==> config.mk <==
export PLATFORM = sky130hd
export DESIGN_NAME = oaht_ram
export DESIGN_NICKNAME = d
export VERILOG_FILES = /design/src/sv/oaht_ram.sv
export SDC_FILE = /design/constraint.sdc
export NUM_CORES = 1
export LEC_CHECK = 0
export BUFFER_PORTS_ARGS = -buffer_cell sky130_fd_sc_hd__buf_2
export CAP_MARGIN = 15
export CELL_PAD_IN_SITES_DETAIL_PLACEMENT = 1
export CELL_PAD_IN_SITES_GLOBAL_PLACEMENT = 1
export CORE_MARGIN = 2
export CORE_UTILIZATION = 30
export CTS_CLUSTER_SIZE = 20
export DETAILED_ROUTE_END_ITERATION = 10
export GPL_ROUTABILITY_DRIVEN = 1
export PLACE_DENSITY_LB_ADDON = 0.12
export SLEW_MARGIN = 15
export SYNTH_ARGS = -nofsm -noshare
export SYNTH_HDL_FRONTEND = slang
export SYNTH_SLANG_ARGS = --single-unit
==> constraint.sdc <==
create_clock -name clk -period 5.01 [get_ports clk]
set_input_delay 0.501 -clock clk [delete_from_list [all_inputs] [get_ports clk]]
set_output_delay 0.501 -clock clk [all_outputs]
set_load 0.02 [all_outputs]
==> src/sv/oaht_ram.sv <==
// Generic single-clock RAM with one write port and one registered read port.
// Depends on nothing; used for the slot store of the hash table unit.
`timescale 1ns / 1ps

module oaht_ram #(
  parameter int WIDTH = 8,
  parameter int DEPTH = 16,
  localparam int AW = $clog2(DEPTH)
) (
  input  logic             clk,
  input  logic             we,
  input  logic [AW-1:0]    waddr,
  input  logic [WIDTH-1:0] wdata,
  input  logic             re,
  input  logic [AW-1:0]    raddr,
  output logic [WIDTH-1:0] rdata
);

  logic [WIDTH-1:0] mem [DEPTH];
  logic [WIDTH-1:0] rdata_r;

  // Write port and registered read port.
  always_ff @(posedge clk) begin
    if (we) begin
      mem[waddr] <= wdata;
    end
    if (re) begin
      rdata_r <= mem[raddr];
    end
  end

  assign rdata = rdata_r;

endmodule

==> flow_metrics.py <==
metrics = {
    "setup_path": {
        "worstReg2RegStart": "mem[5][2]$_DFFE_PP_",
        "slowest_delay_ns": 0.86,
        "crit_required_ns": 5.04,
        "path_cells": "buf_2 -> or3b_2 -> nor2_1",
        "crit_family": "simple AND/OR/NAND/NOR gates",
        "critPathCaptureType": "flop",
        "worst_r2r_endpoint": "rdata[2]$_DFFE_PP_",
        "reg2reg_depth": 3,
        "rrSetupSlack_ns": 3.56,
        "crit_slowest_cell": "nor2_1",
        "critPathKind": "input pin to flop",
        "path_max_fanout": 8,
        "critPathArrivalTime_ns": 2.02,
        "critPathBufInv": 1,
        "critPathLaunchType": "input pin",
    },
    "clocking": {
        "cts.path.max_buffers": 2,
        "clkLatencyLatePin_ns": 0.41,
        "clk_pin_slew_ns": 0.05,
        "cts_setup_buffers": 0,
        "ctsHtreeMaxLevel": 4,
        "cts_tree": "done",
        "numCtsBuffers": 17,
        "cts_hold_buf": 0,
        "post_cts_resized": 0,
        "cts_sinks": 136,
        "root_buffer": "clkbuf_16",
    },
    "cells_and_area": {
        "drive_gt1_share_pct": 26.6,
        "finalNonFillerCells": 507,
        "insertedDiodeCount": 0,
        "syn_to_final_growth_pct": 18.5,
        "nets": 288,
    },
    "floorplan": {
        "dieWidth_um": 136,
        "start_util_pct": 30.4,
        "die-height_um": 136,
        "coreArea_mm2": 0.0172,
        "fp-row-count": 48,
        "ios": 27,
        "dieArea_mm2": 0.0185,
    },
    "timing": {
        "final.setup.tns_ns": 0,
        "slew_headroom_pct": 23.4,
        "setup_viol": 0,
        "final-max-slew-violation-count": 0,
        "period_share_pct": 39.8,
        "rsz0062_at_grt": "no",
        "post-route-min-period_ns": 1.99,
        "worst_clock_skew_ns": 0.00495,
        "hold-worst-slack_ns": 0.473,
        "fin_ws_ns": 3.02,
        "worstMarginPinSlew_ns": 1.14,
        "hold_viol_final": 0,
        "fmax_mhz": 502,
    },
    "pwr": {
        "leakagePower_nw": 2.02,
        "ir_drop_mv": 0.224,
        "power.total_mw": 2.67,
        "p_per_area_mw_per_mm2": 432,
    },
    "yosys": {
        "synthXorXnorAreaFrac_pct": 0,
        "synth_area_mm2": 0.00523,
        "synth.yosys.seq_area_share_pct": 78.1,
        "ys_seq_elements": 136,
        "synth_top_family_by_area": "multiplexers",
        "synthTopCellsByArea": "edfxtp_1, mux4_2, mux4_1",
        "synth_compound_gate_area_share_pct": 2.30,
        "synthMuxAreaShare_pct": 14.8,
        "yosysWarnings": 0,
        "synth_top_area_share_pct": 78.1,
        "syn_nets": 248,
        "syn_inst": 229,
        "synth_top_area_cell": "edfxtp_1",
        "synth_cell_types": 18,
        "synth_fa_ha_area_share_pct": 0,
        "postSynthAreaPerCell_um2": 22.8,
        "synthSimpleGateAreaFrac_pct": 3.14,
    },
    "hold_path": {
        "hold_path.startpoint": "wdata[6]",
        "whs_endpoint": "mem[6][6]$_DFFE_PP_",
        "min_path_type": "input pin to flop",
        "worstHoldPathCells": 1,
    },
    "detailed_routing": {
        "route.antenna.remaining_nets": 0,
        "vias_per_cell": 4.75,
        "num_vias": 2408,
        "drc": 0,
        "drt_iter0_markers": 241,
        "drt-total-wl_mm": 11.8,
        "wire_per_inst_um": 23.4,
        "drt_first_pass_iters": 4,
    },
    "global_routing": {
        "overflow": 0,
        "antenna_found_initial": 0,
        "grt_pass1_wl_mm": 17.8,
        "grtUsageTotal_pct": 14.1,
        "grt_pass1_vias": 2644,
        "grt_start_max_net_pins": 33,
    },
    "place": {
        "gp_congestion": 0.681,
        "dp_cells": 474,
        "port_buffers": 26,
        "pre_cts_ws_ns": 2.54,
        "place_hpwl_mm": 7.26,
    },
    "run_status": {
        "outcome": "completed",
    },
    "run": {
        "maxCapViolCount": 0,
    },
}
-- through the flow --
step           utilization [%]  cell area [um^2]
3_5_place_dp              32.5              5590
2_1_floorplan                -              5230
3_3_place_gp              32.5              5590
4_1_cts                   36.0              6180
5_1_grt                   36.1              6190
6_report                  36.1              6190
-- synth_stat cells --
master	number
nand2_1	9
edfxtp_1	136
mux4_2	18
clkdlybuf4s25_2	3
nand3_1	1
nand2b_1	2
buf_4	1
nor3_1	4
nand3b_1	2
a22oi_1	16
buf_2	3
and2b_1	1
nor2_1	13
buf_6	3
or3b_2	1
and2_1	1
nor2b_1	1
mux4_1	14
-- cell usage in the layout (no fill, tap or decap), types with 2 or more instances in the layout --
cell type | synthesis | routed
a22oi_1 | 16 | 16
buf_2 | 3 | 26
buf_4 | 1 | 4
bufinv_16 | 0 | 4
clkbuf_1 | 0 | 3
clkbuf_16 | 0 | 17
clkinv_1 | 0 | 5
clkinv_2 | 0 | 2
edfxtp_1 | 136 | 136
mux4_1 | 14 | 14
mux4_2 | 18 | 18
nand2_1 | 9 | 9
nand2b_1 | 2 | 2
nand3b_1 | 2 | 2
nor2_1 | 13 | 13
nor3_1 | 4 | 3
-- how the worst max path moves through the flow --
stage | startpoint | endpoint | slack [ns] | cells after the start
floorplan | waddr[2] | mem[0][0]$_DFFE_PP_ | 3.02 | 2
global placement | raddr[0] | rdata[2]$_DFFE_PP_ | 2.55 | 5
detailed placement | waddr[2] | mem[2][3]$_DFFE_PP_ | 2.54 | 3
CTS | waddr[2] | mem[2][0]$_DFFE_PP_ | 2.98 | 3
global route | raddr[0] | rdata[2]$_DFFE_PP_ | 2.94 | 5
finish | waddr[2] | mem[2][3]$_DFFE_PP_ | 3.02 | 3
-- state kept, by name, summed over array words and instances, names as in the netlist --
name / cells
rdata: 8
mem: 128
-- area by class of cell --
type                       count  area [um^2]
timing repair buffer          31          171
fill                        1725        11000
tap                          225          282
sequential                   136         4080
clock inverter                12          156
clock buffer                  20          437
multi-input combinational     83         1060
-- layer usage --
layer | global-route usage (%) | wire (um) | vias up
li1 | - | - | 1062
met1 | 20.4 | 5780 | 1273
met2 | 20.1 | 5370 | 56
met3 | 3.73 | 480 | 17
met4 | 6.08 | 220 | 0
met5 | 0 | 0 | -
-- cell families (layout without fill, tap and decap cells) --
kind of cell | after synthesis | count (layout)
buf+inv | 10 | 63
simple gates | 35 | 35
compound gates | 16 | 16
flops | 136 | 136
mux | 32 | 32
-- where the power goes --
part / internal (mW) / total, mW / switching, mW
clock network: 0.821 / 1.26 / 0.440
logic: 0.0454 / 0.121 / 0.0759
registers: 1.28 / 1.29 / 0.00702
No activity file was read; power rests on OpenSTA's default activity.
