### src/sv/oaht_pkg.sv
// Shared types and constants for the open-address hash table unit.
// No dependencies; the design files refer to it by scoped names and the testbench imports it.
`timescale 1ns / 1ps

package oaht_pkg;

  // Field widths fixed by the item format.
  localparam int ACT_W  = 2;
  localparam int KEY_W  = 16;
  localparam int VAL_W  = 16;
  localparam int CNT_W  = 8;
  localparam int MOD_W  = 7;
  localparam int STAT_W = 2;

  // Default storage depth and the largest modulus the register can hold.
  localparam int DEFAULT_TABLE_DEPTH = 128;
  localparam int MOD_LIMIT           = 127;
  localparam logic [MOD_W-1:0] MOD_RESET = 7'd127;

  // Action codes.
  localparam logic [ACT_W-1:0] ACT_CLEAR  = 2'd0;
  localparam logic [ACT_W-1:0] ACT_INSERT = 2'd1;
  localparam logic [ACT_W-1:0] ACT_LOOKUP = 2'd2;
  localparam logic [ACT_W-1:0] ACT_NONE   = 2'd3;

  // Status codes.
  localparam logic [STAT_W-1:0] ST_OK   = 2'd0;
  localparam logic [STAT_W-1:0] ST_MISS = 2'd1;
  localparam logic [STAT_W-1:0] ST_FULL = 2'd2;

  // One table slot; a probe count of zero marks the slot empty.
  typedef struct packed {
    logic [CNT_W-1:0] probes;
    logic [KEY_W-1:0] key;
    logic [VAL_W-1:0] value;
  } slot_t;

  localparam int SLOT_W = $bits(slot_t);

  // Result of the serial modulo unit.
  typedef struct packed {
    logic             done;
    logic [MOD_W-1:0] rem;
  } div_rsp_t;

endpackage

### src/sv/oaht_mod_unit.sv
// Serial restoring modulo unit: key mod divisor, one dividend bit per cycle.
// Depends on oaht_pkg for widths and the response struct.
`timescale 1ns / 1ps

module oaht_mod_unit (
  input  logic                      clk,
  input  logic                      rst_n,
  input  logic                      start,
  input  logic [oaht_pkg::KEY_W-1:0] dividend,
  input  logic [oaht_pkg::MOD_W-1:0] divisor,
  output oaht_pkg::div_rsp_t        rsp
);

  localparam int STEP_W = $clog2(oaht_pkg::KEY_W);

  logic                       busy_r, busy_nxt;
  logic                       done_r, done_nxt;
  logic [STEP_W-1:0]          step_r, step_nxt;
  logic [oaht_pkg::MOD_W-1:0] rem_r, rem_nxt;
  logic [oaht_pkg::KEY_W-1:0] quo_r, quo_nxt;
  logic [oaht_pkg::MOD_W-1:0] div_r, div_nxt;
  logic [oaht_pkg::MOD_W:0]   trial;

  // Shift the next dividend bit into the partial remainder.
  assign trial = {rem_r, quo_r[oaht_pkg::KEY_W-1]};

  always_comb begin
    busy_nxt = busy_r;
    done_nxt = 1'b0;
    step_nxt = step_r;
    rem_nxt  = rem_r;
    quo_nxt  = quo_r;
    div_nxt  = div_r;
    if (start) begin
      busy_nxt = 1'b1;
      step_nxt = '0;
      rem_nxt  = '0;
      quo_nxt  = dividend;
      div_nxt  = divisor;
    end else if (busy_r) begin
      // Subtract the divisor when the trial remainder reaches it.
      if (trial >= {1'b0, div_r}) begin
        rem_nxt = oaht_pkg::MOD_W'(trial - {1'b0, div_r});
      end else begin
        rem_nxt = trial[oaht_pkg::MOD_W-1:0];
      end
      quo_nxt  = {quo_r[oaht_pkg::KEY_W-2:0], 1'b0};
      step_nxt = step_r + 1'b1;
      if (step_r == STEP_W'(oaht_pkg::KEY_W - 1)) begin
        busy_nxt = 1'b0;
        done_nxt = 1'b1;
      end
    end
  end

  // Control state is reset; the datapath needs none.
  always_ff @(posedge clk) begin
    if (!rst_n) begin
      busy_r <= 1'b0;
      done_r <= 1'b0;
      step_r <= '0;
    end else begin
      busy_r <= busy_nxt;
      done_r <= done_nxt;
      step_r <= step_nxt;
    end
    rem_r <= rem_nxt;
    quo_r <= quo_nxt;
    div_r <= div_nxt;
  end

  assign rsp.done = done_r;
  assign rsp.rem  = rem_r;

endmodule

### config.mk
export PLATFORM = sky130hd
export DESIGN_NAME = oaht_mod_unit
export DESIGN_NICKNAME = d
export VERILOG_FILES = /design/src/sv/oaht_pkg.sv /design/src/sv/oaht_mod_unit.sv
export SDC_FILE = /design/constraint.sdc
export NUM_CORES = 1
export LEC_CHECK = 0
export ABC_AREA = 0
export BUFFER_PORTS_ARGS = -buffer_cell sky130_fd_sc_hd__buf_2
export CAP_MARGIN = 25
export CORE_AREA = 4 4 82 84
export CTS_CLUSTER_SIZE = 8
export DETAILED_ROUTE_END_ITERATION = 10
export DIE_AREA = 0 0 86 88
export PLACE_DENSITY_LB_ADDON = 0.2
export SYNTH_ARGS = -nofsm -noshare
export SYNTH_HDL_FRONTEND = slang
export SYNTH_SLANG_ARGS = --single-unit
### constraint.sdc
create_clock -name clk -period 5.1 [get_ports clk]
set_clock_uncertainty 0.1 [all_clocks]
set_input_delay 0 -clock clk [delete_from_list [all_inputs] [get_ports clk]]
set_output_delay 0 -clock clk [all_outputs]
set_load 0.005 [all_outputs]
==> flow_summary_export.csv <==
group,metric,value,unit
outcome,outcome,"finished, final reports clean",
critical_path,cp-endpoint,"rem_r[2]",
grt,grt_pass1_wl,6458,microns
routing,vias_per_cell,4.737,
synth,synth_enable_flop_cells,23,
worst_hold_path,min_delay_path_depth,1,
floorplan,io_pins,34,
floorplan,initial_core_util,31.53,%
cells_and_area,seqCellArea,950.9,sq um
grt,antenna_found_initial,0,
cells_and_area,area_delta_synth_final,33.04,%
critical_path,cp-startpoint,"quo_r[15]",
timing,setup_viol,0,
synth,ys_seq_area_share,50.94,%
timing,tns,0,ns
cts,ctsResizeCount,0,
synth,ys_types,48,
pwr,vdd_drop_max,0.1775,mV
synth,synth_fp_nets,191,
critical_path,cp.arrival,2.25,ns
synth,async_reset_ff_share,0,%
worst_hold_path,hp-class,"primary input to flop",
floorplan,coreArea,5921,sq um
timing,drv_slew,0,
cts,cts.clk_slew.worst_paths,0.07,ns
synth,synth_cells,156,
pwr,power,813.1,uW
cts,clockBufferDepth,2,
cells_and_area,final_area,2484,sq um
routing,routed_wl,3790,microns
floorplan,fp-row-count,28,
floorplan,die_w,86,microns
critical_path,critPathCaptureType,"flop",
timing,rsz0062_at_grt,"false",
critical_path,r2r_cells,8,
cts,post_cts_buffers,0,
timing,worst_hold_slack,0.1790,ns
timing,setup_ws,2.908,ns
critical_path,crit_chain,"inv_1, ha_1, inv_1, fa_1, nand3_1, a31o_1, and2_4, o311ai_2",
run,cap_violations,0,
place,numPortBuffers,33,
routing,antenna_left,0,
critical_path,crit_slowest_cell,"fa_1",
synth,yosysTopAreaCell,"edfxtp_1",
grt,track_usage,10.79,%
floorplan,dieArea,7568,sq um
critical_path,rr_endpoint,"rem_r[2]",
worst_hold_path,hp-start,"start",
critical_path,cp.required,5.16,ns
timing,fin_crit,2.192,ns
cells_and_area,drive_gt1_share,24.77,%
grt,grt_max_degree,28,
critical_path,r2r_slack,2.91,ns
cts,clockRootBuffer,"clkbuf_8",
timing,worstMarginPinSlew,0.6652,ns
critical_path,cp-start-kind,"flop",
place,dpl.cell_count,257,
cts,cts_made_buffers,5,
grt,grt_pass1_vias,1386,
place,pre_cts_slack,2.950,ns
cts,htree_levels,2,
critical_path,max_stage_delay,0.41,ns
cells_and_area,fin_util,41.95,%
routing,detail_route.iter0.violations,54,
synth,syn_avg_cell_area,11.97,sq um
critical_path,timing.rr.start,"quo_r[15]",
cts,cts_tree,"yes",
synth,yosysWarnings,0,
synth,ys_ff_latch,36,
timing,fin_crit_sh,42.97,%
cts,insertion_delay,0.29,ns
pwr,power.density,327.4,nW/um^2
cells_and_area,fillers,567,
cells_and_area,nets,248,
synth,synth_top_area_share,37.00,%
place,dpl.hpwl,2591,microns
routing,drtPass1Iterations,4,
synth,synth_area_leaders,"edfxtp_1 37%, dfxtp_1 14%, mux2_1 5.4%, ha_1 5.4%, mux2_2 3.6%",
timing,finalHoldViolCount,0,
routing,drt-wirelength-per-cell,13.11,microns
cells_and_area,multiInputGateArea,833.3,sq um
routing,vias,1369,
routing,drc,0,
cells_and_area,instances_no_fill,289,
place,dpl_cell_area,2085,sq um
synth,synth_area,1867,sq um
floorplan,dieHeight,88,microns
timing,relSlewSlack,55.55,%
place,gp_congestion,0.7481,
cells_and_area,diodes,0,
pwr,p_leak,1.063,nW
grt,overflow,0,
synth,synthFlopType,"edfxtp_1",
critical_path,crit_fanout,10,
cts,holdBufCountCts,24,
critical_path,worst_path_most_repeated_cell,"inv_1",
timing,max_freq,456.3,MHz
critical_path,crit_type,"flop to flop",
cts,clkSinkCount,36,
-- synthesized netlist by cell type (3+ instances only) --
master    count
xnor2_1       4
nor2_1        7
and3_1       10
ha_1          8
buf_2         3
mux2_1        9
nand3_1       4
nand2_1       6
mux2_2        6
dfxtp_1      13
nor3b_1       3
a21o_1        3
a31oi_1       5
nor2b_1       4
inv_1        10
edfxtp_1     23
-- critical path: cells and delay by family (launching register included) --
kind,cells,cell delay [ns]
fa+ha+maj,2,0.58
flops,1,0.40
buf+inv,2,0.13
simple gates,2,0.37
compound gates,2,0.50
-- routing by layer --
metal / GRT usage (%) / vias to the layer above / part of all wire, %
met1: 13.31 / 644 / 45
met5: 0 / - / 0
met3: 2.634 / 2 / 4.6
li1: - / 693 / -
met2: 18.50 / 30 / 49
met4: 3.597 / 0 / 0.61
-- worst min-delay path by stage --
| stage | to | slack, ns |
|---|---|---|
| 4_1_cts | div_r[3] | 0.19 |
| 6_report | div_r[5] | 0.18 |
| 5_1_grt | div_r[3] | 0.20 |
| 2_1_floorplan | div_r[0] | -0.001 |
| 3_3_place_gp | div_r[4] | 0.08 |
| 3_5_place_dp | div_r[1] | 0.08 |
-- registers in the layout (all words and copies together) (netlist names) --
register  cells
busy_r        1
div_r         7
done_r        1
quo_r        16
rem_r         7
step_r        4
-- power by group --
group	switching (mW)	total, mW	internal, mW
combinational	0.0548	0.115	0.0605
sequential	0.0111	0.347	0.335
clock	0.106	0.351	0.245
total	0.172	0.813	0.641
-- cell type report --
| cell class | instances | share of cell area, % |
|---|---|---|
| Timing Repair Buffer | 57 | 16.32 |
| Inverter | 11 | 1.662 |
| Sequential cell | 36 | 38.29 |
| Clock buffer | 5 | 2.771 |
| Tap cell | 75 | 3.778 |
| Multi-Input combinational cell | 102 | 33.55 |
| Clock inverter | 3 | 3.627 |
-- cell families after synthesis --
logic type | after synthesis | share of synthesized area [%]
XOR/XNOR | 6 | 2.815
buffers and inverters | 18 | 4.423
AO/OA/AOI/OAI | 27 | 12.40
flip-flops | 36 | 50.94
adder cells (fa/ha/maj) | 9 | 6.435
AND/OR/NAND/NOR | 44 | 13.41
multiplexers | 16 | 9.584
-- cells in the final DEF, fill, tap and decap left out, types with 2 or more instances in the layout --
cell type / synthesis / routed
buf_2: 3 / 33
dlygate4sd3_1: 0 / 24
edfxtp_1: 23 / 23
dfxtp_1: 13 / 13
inv_1: 10 / 10
and3_1: 10 / 10
mux2_1: 9 / 9
ha_1: 8 / 8
nor2_1: 7 / 7
mux2_2: 6 / 6
nand2_1: 6 / 6
a31oi_1: 5 / 5
clkbuf_8: 0 / 5
nand3_1: 4 / 4
nor2b_1: 4 / 4
xnor2_1: 4 / 4
nor3b_1: 3 / 3
a21o_1: 3 / 3
bufinv_16: 0 / 3
xor2_1: 2 / 2
o21a_1: 2 / 2
nor3_1: 2 / 2
nand4_1: 2 / 2
o21ai_1: 2 / 2
o31ai_1: 2 / 2
(Power assumes the default switching activity.)
